===== src/hw/rtl/binson_stream_tokenizer_assert.svh =====
// Assertion macros for the Binson stream tokenizer.
`ifndef BINSON_STREAM_TOKENIZER_ASSERT_SVH
`define BINSON_STREAM_TOKENIZER_ASSERT_SVH

`ifndef SYNTHESIS

// ante high at an edge requires cons at the same edge
`define BST_ASSERT_IMPLIES(lbl, clk, rst_n, ante, cons) \
	lbl: assert property (@(posedge clk) disable iff (!rst_n) (ante) |-> (cons)) \
		else $error("tokenizer check failed: same-cycle implication");

// ante high at an edge requires cons at the next edge
`define BST_ASSERT_NEXT(lbl, clk, rst_n, ante, cons) \
	lbl: assert property (@(posedge clk) disable iff (!rst_n) (ante) |=> (cons)) \
		else $error("tokenizer check failed: next-cycle implication");

`else

`define BST_ASSERT_IMPLIES(lbl, clk, rst_n, ante, cons)
`define BST_ASSERT_NEXT(lbl, clk, rst_n, ante, cons)

`endif

`endif


===== src/hw/rtl/bst_pkg.sv =====
// Types, tag codes and helpers shared by the Binson tokenizer.
`default_nettype none
package bst_pkg;

	localparam int MAX_DEPTH   = 16;
	localparam int DEPTH_W     = $clog2(MAX_DEPTH + 1);
	localparam int STK_W       = (MAX_DEPTH > 1) ? $clog2(MAX_DEPTH) : 1;
	localparam int NEST_W      = 5;
	localparam int QUEUE_DEPTH = 4;
	localparam int QPTR_W      = $clog2(QUEUE_DEPTH);

	localparam logic [7:0] TAG_OBJ_BEGIN = 8'h40;
	localparam logic [7:0] TAG_OBJ_END   = 8'h41;
	localparam logic [7:0] TAG_ARR_BEGIN = 8'h42;
	localparam logic [7:0] TAG_ARR_END   = 8'h43;
	localparam logic [7:0] TAG_TRUE      = 8'h44;
	localparam logic [7:0] TAG_FALSE     = 8'h45;
	localparam logic [7:0] TAG_DOUBLE    = 8'h46;
	localparam logic [7:0] TAG_INT8      = 8'h10;
	localparam logic [7:0] TAG_INT64     = 8'h13;
	localparam logic [7:0] TAG_STR8      = 8'h14;
	localparam logic [7:0] TAG_STR32     = 8'h16;
	localparam logic [7:0] TAG_BYTES8    = 8'h18;
	localparam logic [7:0] TAG_BYTES32   = 8'h1a;

	localparam logic KIND_OBJ = 1'b0;
	localparam logic KIND_ARR = 1'b1;

	typedef enum logic [3:0] {
		TK_OBJ_OPEN  = 4'd0,
		TK_OBJ_CLOSE = 4'd1,
		TK_ARR_OPEN  = 4'd2,
		TK_ARR_CLOSE = 4'd3,
		TK_NAME_LEN  = 4'd4,
		TK_STR_LEN   = 4'd5,
		TK_BYTES_LEN = 4'd6,
		TK_PAYLOAD   = 4'd7,
		TK_INT       = 4'd8,
		TK_DOUBLE    = 4'd9,
		TK_BOOL      = 4'd10,
		TK_ERROR     = 4'd11
	} tok_kind_t;

	typedef enum logic [2:0] {
		ERR_NONE     = 3'd0,
		ERR_BAD_TAG  = 3'd1,
		ERR_TRUNC    = 3'd2,
		ERR_NEG_LEN  = 3'd3,
		ERR_TOO_DEEP = 3'd4,
		ERR_TRAILING = 3'd5
	} err_code_t;

	// token as it travels from the parser through the queue
	typedef struct packed {
		tok_kind_t          kind;
		logic [63:0]        value;
		logic [NEST_W-1:0]  depth;
		err_code_t          err;
		logic               last;
		logic               done;
		logic               sext;
		logic [1:0]         size_log2;
	} tok_t;

	function automatic logic is_int_tag(input logic [7:0] t);
		return (t >= TAG_INT8) && (t <= TAG_INT64);
	endfunction

	function automatic logic is_str_tag(input logic [7:0] t);
		return (t >= TAG_STR8) && (t <= TAG_STR32);
	endfunction

	function automatic logic is_bytes_tag(input logic [7:0] t);
		return (t >= TAG_BYTES8) && (t <= TAG_BYTES32);
	endfunction

	// log2 of the number of bytes that follow a numeric or length tag
	function automatic logic [1:0] size_log2(input logic [7:0] t);
		logic [1:0] r;
		if (is_int_tag(t) || is_str_tag(t) || is_bytes_tag(t)) begin
			r = t[1:0];
		end else begin
			r = 2'd3;
		end
		return r;
	endfunction

endpackage
`default_nettype wire


===== src/hw/rtl/bst_stream_if.sv =====
// Valid/ready channel interfaces for raw document bytes and tokens.
`default_nettype none
interface bst_byte_if;
	logic       valid;
	logic       ready;
	logic [7:0] data_byte;
	logic       first_byte;
	logic       end_of_buffer;

	modport source(output valid, data_byte, first_byte, end_of_buffer, input ready);
	modport sink(input valid, data_byte, first_byte, end_of_buffer, output ready);
endinterface

interface bst_token_if;
	logic               valid;
	logic               ready;
	logic [3:0]         token_kind;
	logic signed [63:0] token_value;
	logic [4:0]         nest_depth;
	logic [2:0]         error_code;
	logic               last_payload;
	logic               document_done;

	modport source(output valid, token_kind, token_value, nest_depth, error_code,
		last_payload, document_done, input ready);
	modport sink(input valid, token_kind, token_value, nest_depth, error_code,
		last_payload, document_done, output ready);
endinterface
`default_nettype wire


===== src/hw/rtl/bst_front.sv =====
// Front end: a byte a cycle unless q_full; tracks nesting, emits raw tokens.
`default_nettype none
module bst_front (
	input  wire         clk,
	input  wire         arst_n,
	bst_byte_if.sink    byte_in,
	input  wire         q_full,
	output logic        push,
	output bst_pkg::tok_t push_tok
);
	import bst_pkg::*;

	typedef enum logic [3:0] {
		PH_OPEN, PH_ITEM, PH_VALUE, PH_NAMENUM, PH_NUM,
		PH_NAMEPAY, PH_PAY, PH_DONE, PH_ERR
	} phase_t;

	phase_t               phase_q;
	logic [DEPTH_W-1:0]   depth_q;
	logic [7:0]           tag_q;
	logic [3:0]           left_q;
	logic [63:0]          acc_q;
	logic [31:0]          remain_q;
	logic                 kinds_q [MAX_DEPTH];

	phase_t               ph, ph_n;
	logic [DEPTH_W-1:0]   dep, dep_n, top_idx;
	logic [7:0]           tag, tag_n, b;
	logic [3:0]           left, left_n, total;
	logic [63:0]          acc, acc_n, acc_asm;
	logic [31:0]          rem, rem_n;
	logic [2:0]           idx;
	logic                 top_kind, accept;
	logic                 open_req, open_kind, close_req, close_kind;
	logic                 value_req, num_req, num_name, bad;
	logic                 stk_we, stk_wkind;
	tok_t                 tok;
	logic                 emit;

	assign accept       = byte_in.valid && byte_in.ready;
	assign byte_in.ready = !q_full;
	assign b            = byte_in.data_byte;

	always_comb begin
		// a first byte restarts the parse before the byte is taken
		ph   = byte_in.first_byte ? PH_OPEN : phase_q;
		dep  = byte_in.first_byte ? '0 : depth_q;
		tag  = byte_in.first_byte ? '0 : tag_q;
		left = byte_in.first_byte ? '0 : left_q;
		acc  = byte_in.first_byte ? '0 : acc_q;
		rem  = byte_in.first_byte ? '0 : remain_q;

		top_idx  = dep - DEPTH_W'(1);
		top_kind = (dep == '0) ? KIND_OBJ : kinds_q[top_idx[STK_W-1:0]];
		total    = 4'd1 << size_log2(tag);
		idx      = 3'(total - left);
		acc_asm  = acc | (64'(b) << {idx, 3'b000});

		ph_n = ph; dep_n = dep; tag_n = tag; left_n = left; acc_n = acc; rem_n = rem;
		open_req = 1'b0; open_kind = KIND_OBJ; close_req = 1'b0; close_kind = KIND_OBJ;
		value_req = 1'b0; num_req = 1'b0; num_name = 1'b0; bad = 1'b0;
		stk_we = 1'b0; stk_wkind = KIND_OBJ;
		emit = 1'b0;
		tok = '0;
		tok.kind = TK_ERROR;
		tok.err  = ERR_NONE;

		case (ph)
			PH_OPEN: begin
				if (b == TAG_OBJ_BEGIN) open_req = 1'b1;
				else bad = 1'b1;
			end
			PH_ITEM: begin
				if (top_kind == KIND_OBJ) begin
					if (b == TAG_OBJ_END) begin
						close_req = 1'b1;
					end else if (is_str_tag(b)) begin
						num_req  = 1'b1;
						num_name = 1'b1;
					end else begin
						bad = 1'b1;
					end
				end else begin
					if (b == TAG_ARR_END) begin
						close_req  = 1'b1;
						close_kind = KIND_ARR;
					end else begin
						value_req = 1'b1;
					end
				end
			end
			PH_VALUE: value_req = 1'b1;
			PH_NAMENUM, PH_NUM: begin
				acc_n  = acc_asm;
				left_n = left - 4'(left != 4'd0);
				if (left_n == 4'd0) begin
					emit = 1'b1;
					tok.value = acc_asm;
					if (tag == TAG_DOUBLE) begin
						tok.kind = TK_DOUBLE;
						ph_n = PH_ITEM;
					end else if (is_int_tag(tag)) begin
						tok.kind      = TK_INT;
						tok.sext      = 1'b1;
						tok.size_log2 = size_log2(tag);
						ph_n = PH_ITEM;
					end else if (b[7]) begin
						// top byte carries the sign of a length
						tok.err = ERR_NEG_LEN;
					end else begin
						if (ph == PH_NAMENUM) tok.kind = TK_NAME_LEN;
						else if (tag <= TAG_STR32) tok.kind = TK_STR_LEN;
						else tok.kind = TK_BYTES_LEN;
						rem_n = acc_asm[31:0];
						if (acc_asm == '0) ph_n = (ph == PH_NAMENUM) ? PH_VALUE : PH_ITEM;
						else ph_n = (ph == PH_NAMENUM) ? PH_NAMEPAY : PH_PAY;
					end
				end
			end
			PH_NAMEPAY, PH_PAY: begin
				emit = 1'b1;
				tok.kind  = TK_PAYLOAD;
				tok.value = 64'(b);
				rem_n = rem - 32'(rem != '0);
				if (rem_n == '0) begin
					tok.last = 1'b1;
					ph_n = (ph == PH_NAMEPAY) ? PH_VALUE : PH_ITEM;
				end
			end
			PH_DONE: tok.err = ERR_TRAILING;
			default: ;
		endcase

		if (value_req) begin
			if (b == TAG_OBJ_BEGIN) begin
				open_req = 1'b1;
			end else if (b == TAG_ARR_BEGIN) begin
				open_req  = 1'b1;
				open_kind = KIND_ARR;
			end else if (b == TAG_TRUE || b == TAG_FALSE) begin
				emit = 1'b1;
				tok.kind  = TK_BOOL;
				tok.value = 64'(b == TAG_TRUE);
				ph_n = PH_ITEM;
			end else if (b == TAG_DOUBLE || is_int_tag(b) || is_str_tag(b) ||
					is_bytes_tag(b)) begin
				num_req = 1'b1;
			end else begin
				bad = 1'b1;
			end
		end

		if (open_req) begin
			if (dep >= DEPTH_W'(MAX_DEPTH)) begin
				tok.err = ERR_TOO_DEEP;
			end else begin
				stk_we    = 1'b1;
				stk_wkind = open_kind;
				dep_n     = dep + DEPTH_W'(1);
				emit      = 1'b1;
				tok.kind  = (open_kind == KIND_ARR) ? TK_ARR_OPEN : TK_OBJ_OPEN;
				ph_n      = PH_ITEM;
			end
		end

		if (close_req) begin
			dep_n    = dep - DEPTH_W'(dep != '0);
			emit     = 1'b1;
			tok.kind = (close_kind == KIND_ARR) ? TK_ARR_CLOSE : TK_OBJ_CLOSE;
			if (dep_n == '0) begin
				ph_n     = PH_DONE;
				tok.done = 1'b1;
			end else begin
				ph_n = PH_ITEM;
			end
		end

		if (num_req) begin
			tag_n  = b;
			left_n = 4'd1 << size_log2(b);
			acc_n  = '0;
			ph_n   = num_name ? PH_NAMENUM : PH_NUM;
		end

		if (bad) tok.err = ERR_BAD_TAG;
		if (tok.err == ERR_NONE && byte_in.end_of_buffer && ph_n != PH_DONE)
			tok.err = ERR_TRUNC;
		if (tok.err != ERR_NONE) begin
			ph_n = PH_ERR;
			emit = 1'b1;
			tok.kind  = TK_ERROR;
			tok.value = '0;
			tok.last  = 1'b0;
			tok.done  = 1'b0;
			tok.sext  = 1'b0;
		end

		// a latched error swallows every byte until the next restart
		if (ph == PH_ERR) begin
			emit = 1'b0;
			ph_n = PH_ERR;
			stk_we = 1'b0;
		end

		tok.depth = NEST_W'(dep_n);
	end

	assign push     = accept && emit;
	assign push_tok = tok;

	always_ff @(posedge clk or negedge arst_n) begin
		if (!arst_n) begin
			phase_q  <= PH_OPEN;
			depth_q  <= '0;
			tag_q    <= '0;
			left_q   <= '0;
			acc_q    <= '0;
			remain_q <= '0;
		end else if (accept) begin
			phase_q  <= ph_n;
			depth_q  <= dep_n;
			tag_q    <= tag_n;
			left_q   <= left_n;
			acc_q    <= acc_n;
			remain_q <= rem_n;
		end
	end

	// container stack, no reset: only entries below the depth are read
	always_ff @(posedge clk) begin
		if (accept && stk_we) begin
			kinds_q[dep[STK_W-1:0]] <= stk_wkind;
		end
	end

endmodule
`default_nettype wire


===== src/hw/rtl/bst_queue.sv =====
// Short token queue between the parser and the output stage.
`default_nettype none
module bst_queue (
	input  wire           clk,
	input  wire           arst_n,
	input  wire           push,
	input  bst_pkg::tok_t din,
	output logic          full,
	input  wire           pop,
	output bst_pkg::tok_t dout,
	output logic          empty
);
	import bst_pkg::*;

	tok_t              mem_q [QUEUE_DEPTH];
	logic [QPTR_W-1:0] wr_ptr_q, rd_ptr_q;
	logic [QPTR_W:0]   count_q;
	logic              do_push, do_pop;

	assign full    = (count_q == (QPTR_W+1)'(QUEUE_DEPTH));
	assign empty   = (count_q == '0);
	assign do_push = push && !full;
	assign do_pop  = pop && !empty;
	assign dout    = mem_q[rd_ptr_q];

	always_ff @(posedge clk) begin
		if (do_push) mem_q[wr_ptr_q] <= din;
	end

	always_ff @(posedge clk or negedge arst_n) begin
		if (!arst_n) begin
			wr_ptr_q <= '0;
			rd_ptr_q <= '0;
			count_q  <= '0;
		end else begin
			if (do_push) wr_ptr_q <= wr_ptr_q + QPTR_W'(1);
			if (do_pop) rd_ptr_q <= rd_ptr_q + QPTR_W'(1);
			count_q <= count_q + (QPTR_W+1)'(do_push) - (QPTR_W+1)'(do_pop);
		end
	end

endmodule
`default_nettype wire


===== src/hw/rtl/bst_back.sv =====
// Output stage: sign-extends numbers and holds the token word for the receiver.
`default_nettype none
module bst_back (
	input  wire           clk,
	input  wire           arst_n,
	input  wire           q_empty,
	input  bst_pkg::tok_t q_tok,
	output logic          pop,
	bst_token_if.source   token_out
);
	import bst_pkg::*;

	logic        valid_q;
	tok_t        tok_q;
	tok_t        ext_tok;

	assign pop = !q_empty && (!valid_q || token_out.ready);

	always_comb begin
		ext_tok = q_tok;
		if (q_tok.sext) begin
			case (q_tok.size_log2)
				2'd0:    ext_tok.value = {{56{q_tok.value[7]}}, q_tok.value[7:0]};
				2'd1:    ext_tok.value = {{48{q_tok.value[15]}}, q_tok.value[15:0]};
				2'd2:    ext_tok.value = {{32{q_tok.value[31]}}, q_tok.value[31:0]};
				default: ext_tok.value = q_tok.value;
			endcase
		end
	end

	always_ff @(posedge clk or negedge arst_n) begin
		if (!arst_n) begin
			valid_q <= 1'b0;
		end else if (pop) begin
			valid_q <= 1'b1;
		end else if (token_out.ready) begin
			valid_q <= 1'b0;
		end
	end

	always_ff @(posedge clk) begin
		if (pop) begin
			tok_q <= ext_tok;
		end
	end

	assign token_out.valid         = valid_q;
	assign token_out.token_kind    = tok_q.kind;
	assign token_out.token_value   = $signed(tok_q.value);
	assign token_out.nest_depth    = tok_q.depth;
	assign token_out.error_code    = tok_q.err;
	assign token_out.last_payload  = tok_q.last;
	assign token_out.document_done = tok_q.done;

endmodule
`default_nettype wire


===== src/hw/rtl/binson_stream_tokenizer.sv =====
// Binson stream tokenizer top level: parser, token queue and output stage.
//
// byte_in takes one document byte per word with first_byte (restart the
// parser before this byte) and end_of_buffer (last byte of the buffer).
// token_out gives at most one token per byte: kind, value, nesting depth,
// error code, last-payload and document-done flags. The tag byte and the
// leading bytes of a number or length give no token.
// Throughput is one byte per cycle while the queue is not full; every byte is
// classified combinationally by the parser state machine. A token is written
// to the queue at the edge that takes its byte and reaches token_out once the
// output register loads it from the queue, which waits while token_out stalls.
// A four-word queue sits between the parser and the output register, so
// byte_in.ready depends only on the queue fill; when the receiver stalls the
// queue fills and byte_in.ready drops once it holds four tokens.
// After an error token every byte is taken and dropped until first_byte.
// Reset clears the parser to expect a document open and empties the queue;
// the container stack is not cleared and needs no clearing pass.
`default_nettype none
module binson_stream_tokenizer (
	input  wire          clk,
	input  wire          arst_n,
	bst_byte_if.sink     byte_in,
	bst_token_if.source  token_out
);
	import bst_pkg::*;

	`include "binson_stream_tokenizer_assert.svh"

	logic push, q_full, q_empty, pop;
	tok_t push_tok, q_tok;

	bst_front u_front (
		.clk      (clk),
		.arst_n   (arst_n),
		.byte_in  (byte_in),
		.q_full   (q_full),
		.push     (push),
		.push_tok (push_tok)
	);

	bst_queue u_queue (
		.clk    (clk),
		.arst_n (arst_n),
		.push   (push),
		.din    (push_tok),
		.full   (q_full),
		.pop    (pop),
		.dout   (q_tok),
		.empty  (q_empty)
	);

	bst_back u_back (
		.clk       (clk),
		.arst_n    (arst_n),
		.q_empty   (q_empty),
		.q_tok     (q_tok),
		.pop       (pop),
		.token_out (token_out)
	);

	`BST_ASSERT_IMPLIES(a_no_overflow, clk, arst_n, push, !q_full)
	`BST_ASSERT_NEXT(a_pop_shows, clk, arst_n, pop, token_out.valid)
	`BST_ASSERT_IMPLIES(a_done_close, clk, arst_n, token_out.valid && token_out.document_done, token_out.token_kind == TK_OBJ_CLOSE && token_out.nest_depth == '0)
	`BST_ASSERT_IMPLIES(a_err_code, clk, arst_n, token_out.valid && token_out.token_kind == TK_ERROR, token_out.error_code != ERR_NONE && token_out.token_value == '0)

endmodule
`default_nettype wire

===== src/flat_wrapper.sv =====
// flat-port wrapper written by rule: the top's interface ports become plain ports
module binson_stream_tokenizer_flat import bst_pkg::*;
  (clk, arst_n, byte_in_valid, byte_in_data_byte, byte_in_first_byte, byte_in_end_of_buffer, byte_in_ready, token_out_valid, token_out_token_kind, token_out_token_value, token_out_nest_depth, token_out_error_code, token_out_last_payload, token_out_document_done, token_out_ready);
  bst_byte_if byte_in_i ();
  bst_token_if token_out_i ();
  input  wire clk;
  input  wire arst_n;
  input wire logic [$bits(byte_in_i.valid)-1:0] byte_in_valid;
  input wire logic [$bits(byte_in_i.data_byte)-1:0] byte_in_data_byte;
  input wire logic [$bits(byte_in_i.first_byte)-1:0] byte_in_first_byte;
  input wire logic [$bits(byte_in_i.end_of_buffer)-1:0] byte_in_end_of_buffer;
  output wire logic [$bits(byte_in_i.ready)-1:0] byte_in_ready;
  output wire logic [$bits(token_out_i.valid)-1:0] token_out_valid;
  output wire logic [$bits(token_out_i.token_kind)-1:0] token_out_token_kind;
  output wire logic [$bits(token_out_i.token_value)-1:0] token_out_token_value;
  output wire logic [$bits(token_out_i.nest_depth)-1:0] token_out_nest_depth;
  output wire logic [$bits(token_out_i.error_code)-1:0] token_out_error_code;
  output wire logic [$bits(token_out_i.last_payload)-1:0] token_out_last_payload;
  output wire logic [$bits(token_out_i.document_done)-1:0] token_out_document_done;
  input wire logic [$bits(token_out_i.ready)-1:0] token_out_ready;
  assign byte_in_i.valid = byte_in_valid;
  assign byte_in_i.data_byte = byte_in_data_byte;
  assign byte_in_i.first_byte = byte_in_first_byte;
  assign byte_in_i.end_of_buffer = byte_in_end_of_buffer;
  assign byte_in_ready = byte_in_i.ready;
  assign token_out_valid = token_out_i.valid;
  assign token_out_token_kind = token_out_i.token_kind;
  assign token_out_token_value = token_out_i.token_value;
  assign token_out_nest_depth = token_out_i.nest_depth;
  assign token_out_error_code = token_out_i.error_code;
  assign token_out_last_payload = token_out_i.last_payload;
  assign token_out_document_done = token_out_i.document_done;
  assign token_out_i.ready = token_out_ready;
  binson_stream_tokenizer u_core (.clk(clk), .arst_n(arst_n), .byte_in(byte_in_i), .token_out(token_out_i));
endmodule

===== config.mk =====
export PLATFORM = sky130hd
export DESIGN_NAME = binson_stream_tokenizer_flat
export DESIGN_NICKNAME = d
export VERILOG_FILES = /design/src/hw/rtl/bst_pkg.sv /design/src/hw/rtl/bst_stream_if.sv /design/src/hw/rtl/bst_front.sv /design/src/hw/rtl/bst_queue.sv /design/src/hw/rtl/bst_back.sv /design/src/hw/rtl/binson_stream_tokenizer.sv /design/src/flat_wrapper.sv
export VERILOG_INCLUDE_DIRS = /design/src /design/src/hw/rtl
export SDC_FILE = /design/constraint.sdc
export NUM_CORES = 1
export LEC_CHECK = 0
export ABC_AREA = 0
export ABC_CLOCK_PERIOD_IN_PS = 10200
export BUFFER_PORTS_ARGS = -buffer_cell sky130_fd_sc_hd__buf_2
export CORE_MARGIN = 1
export CORE_UTILIZATION = 60
export CTS_CLUSTER_DIAMETER = 100
export DETAILED_ROUTE_END_ITERATION = 10
export GPL_TIMING_DRIVEN = 1
export PLACE_DENSITY = 0.85
export REMOVE_ABC_BUFFERS = 1
export SLEW_MARGIN = 10
export SYNTH_ARGS = -nofsm -noshare
export SYNTH_HDL_FRONTEND = slang
export SYNTH_SLANG_ARGS = --single-unit
export TNS_END_PERCENT = 100

===== constraint.sdc =====
create_clock -name clk -period 10.2 [get_ports clk]
set_clock_uncertainty 0.1 [all_clocks]
set_input_delay 1.53 -clock clk [delete_from_list [all_inputs] [get_ports clk]]
set_output_delay 1.53 -clock clk [all_outputs]
set_load 0.03 [all_outputs]

==> impl_results.md <==
* Row cnt at 75
* Lkg Pwr at 9.88 nW
* R2R Setup Slk at 3.39 ns
* Clock sink count at approximately 540
* Port Buffers at 93
* Ranking of synthesized cells by area: edfxtp_1 (49%), dfrtp_1 (12%), mux4_2 (7.3%), o21ai_0 (2.7%), nand2_1 (2.1%)
* Synthesized cell area at 25700 um^2
* Antenna Cells at 0
* Maxcap violations at 0
* Most common cell after layout, fill and taps aside: edfxtp_1
* Synth unique cells at 97
* Global router's overall resource usage at roughly a third
* Status: completed
* # Post-CTS Setup Buffers at 0
* Gp weighted congestion at 1.01
* Slew HR at 24.9%
* Fmax at between 0.1 and 0.15 GHz
* Multi-input logic area at 9260 um^2
* Vias in the first global route at between 15k and 20k
* Critical path arrival at 7.49 ns
* Design area at 28300 um^2
* Mux contribution to synthesized area at 8.00%
* Vias per cell at 7.07
* Slew @ Worst Pin at 1.12 ns
* Hold Violations, Final at 0
* Drt first pass iters at 8
* Finish-stage setup viols at 0
* Adder-cell share of the synthesized area at 1.07%
* Clk pin slew, worst setup/hold paths at 0.07 ns
* Crit end category: register
* Gr ovfl total at 0
* Ys async rst share at a little under a quarter
* ANT nets after route at 0
* VDD IR max at 0.176 mV
* Post-cts sizing count at 0
* Util after Layout at 67.2%
* Post-synthesis sequential area ratio at 60.9%
* Final #Nets at 2045
* TNS Setup at 0 ns
* Worst path required time at 10.40 ns
* H-Tree Level Count at 2
* Placed Area at 26600 um^2
* Synth Area in Simple Gates at between 10% and 20%
* Hold Crit Class: reg -> reg
* Die W at between 200 and 250 um
* Synthesized instance count at ~2.0k
* Initial Utilization at approximately three fifths
* DP HPWL at 43400 um
* Fraction of layout cells with a size suffix above 1 at 17.2%
* Worst Hold Slack at 0.398 ns
* Syn Area/Cell at approximately 13 um^2
* Clock Latency Late Sink at 0.62 ns
* Kind of critical path: in -> reg
* IO Pins at 94
* Initial antenna violation count at 1
* Pwr/cell area at 248 nW/um^2
* Die area at ~44000 um^2
* DRT iter0 DRCs at 2413
* Post-synthesis compound-gate area fraction at 13.2%
* Vias at 18.3k
* Setup crit start kind: input port
* Xor and xnor fraction of the mapped netlist area at less than 1%
* TritonCTS buffer count at 53
* Period minus WS final at 7.29 ns
* Area grow syn2layout at 9.96%
* CTS tree: done
* Wire per inst at roughly 26 um
* Post-synthesis register bit count at between 500 and 600
* Top FF cell, synth: edfxtp_1
* Total detailed-routing wirelength at approximately 70000 um
* Number of buffers on the longest clock path at 3
* Core area at about 42000 um^2
* Main combinational cell family by area after synthesis: compound AO/OA/AOI/OAI gates
* Total number of yosys warnings at 0
* Largest net degree at the start of global routing at 72
* Synth top area share at 48.8%
* Fill count at about 2.9k
* FF/Latch Area at 15700 um^2
* First-pass GRT wire length at 105000 um
* Fin. max-slew vios at 0
* Hold Buf Count CTS at 0
* Remaining DRCs at 0
* Post-route clock period utilization at between 70% and 80%
* Root Buffer: clkbuf_16
* Die H at 209 um
* Post-synth EDFFs at 418
* Most frequent cells in the layout: edfxtp_1 (418), nand2_1 (144), o21ai_0 (139)
* Max Fanout on Critical Path at 39
* Leading area contributor after synthesis: edfxtp_1
* RSZ-0062 raised after global routing: no
-- final cells by class --
cell class	count	area share, %
clock buffers	67	4.98
flip-flops and latches	543	55.4
well taps	539	2.38
inverters	58	0.769
repair buffers	128	2.58
clock inverters	31	1.14
multi-input cells	1227	32.7
-- sequential cells by signal, summed over array words and instances, names as in the netlist --
name	count
u_core.u_front.acc_q	64
u_core.u_queue.count_q	3
u_core.u_front.kinds_q	16
u_core.u_back.token_out.token_kind	4
u_core.u_back.token_out.document_done	1
u_core.u_front.tag_q	8
u_core.u_queue.mem_q	324
u_core.u_front.phase_q	4
u_core.u_front.left_q	4
u_core.u_back.token_out.last_payload	1
u_core.u_queue.wr_ptr_q	2
u_core.u_front.depth_q	5
u_core.u_back.token_out.valid	1
u_core.u_front.remain_q	32
u_core.u_queue.rd_ptr_q	2
u_core.u_back.token_out.nest_depth	5
u_core.u_back.token_out.token_value	64
u_core.u_back.token_out.error_code	3
-- power by group --
part           total [mW]  leakage, nW  internal [mW]  switching [mW]
combinational        2.07         3.45          0.747            1.33
clock                1.96        0.842           1.13           0.830
sequential           2.99         5.58           2.82           0.171
-- logic make-up (layout without fill, tap and decap cells) --
group	Yosys count	count (layout)
flip-flops	543	543
buffers and inverters	212	284
adder cells (fa/ha/maj)	21	21
AND/OR/NAND/NOR	590	590
AO/OA/AOI/OAI	494	494
XOR/XNOR	21	21
multiplexers	101	101
-- metal layers --
metal  routed length (um)  global-route usage (%)  share of wire, %  vias to the layer above
met5                    8                       0             0.012                        -
met3                 6610                    5.62               9.7                      230
li1                     -                       -                 -                     7850
met1                26200                    43.2                38                     9037
met4                 3440                    15.3               5.0                        2
met2                32100                    49.4                47                     1211
-- synth_stat cells, drive strengths merged (14+ instances only) --
cell type / instances
edfxtp: 418
a22oi: 61
inv: 58
nor2: 108
a21oi: 62
mux4: 83
buf: 41
xnor2: 17
o21a: 35
nand2b: 17
a22o: 40
a32o: 16
and2: 14
nor3: 62
nand3: 33
nand2: 144
nor4: 100
o22ai: 24
clkbuf: 113
dfrtp: 125
ha: 18
nor2b: 23
o21ai: 143
-- worst paths after layout --
| check | start | to | depth (start not counted) |
|---|---|---|---|
| min | u_core.u_front.acc_q[3]$_DFFE_PN0P_ | u_core.u_front.acc_q[3]$_DFFE_PN0P_ | 2 |
| max | byte_in_first_byte | u_core.u_queue.mem_q[0][64]$_DFFE_PP_ | 17 |
| min reg2reg | u_core.u_front.acc_q[3]$_DFFE_PN0P_ | u_core.u_front.acc_q[3]$_DFFE_PN0P_ | 2 |
| min in group asynchronous | arst_n | u_core.u_front.tag_q[2]$_DFFE_PN0P_ | 1 |
| max reg2reg | u_core.u_front.remain_q[27]$_DFFE_PN0P_ | u_core.u_queue.mem_q[0][64]$_DFFE_PP_ | 18 |
| max in group asynchronous | arst_n | u_core.u_front.remain_q[18]$_DFFE_PN0P_ | 2 |
-- stage by stage --
step                power (mW)  cells  worst slack [ns]
CTS                       7.05   2593              3.10
detailed placement        5.09   2495              2.45
global route              7.30   2593              2.57
floorplan                 4.50   1828             0.712
finish                    7.02   2593              2.91
global placement          5.04   2495              2.73
-- worst max-delay path, cell delays in order --
cell and delay [ns]:
buf_2 0.16, buf_4 0.28, nand2b_1 0.29, nor4_4 0.46, o21ai_0 0.16, ha_1 0.23
fa_1 1.08, nor2b_1 0.28, and3_1 0.47, a2bb2oi_1 0.16, and4_1 0.27, a2111oi_2 0.37
a211oi_1 0.11, nor3_1 0.47, a31oi_4 0.14, buf_4 0.29, nor4_1 0.67
(Power assumes the default switching activity.)
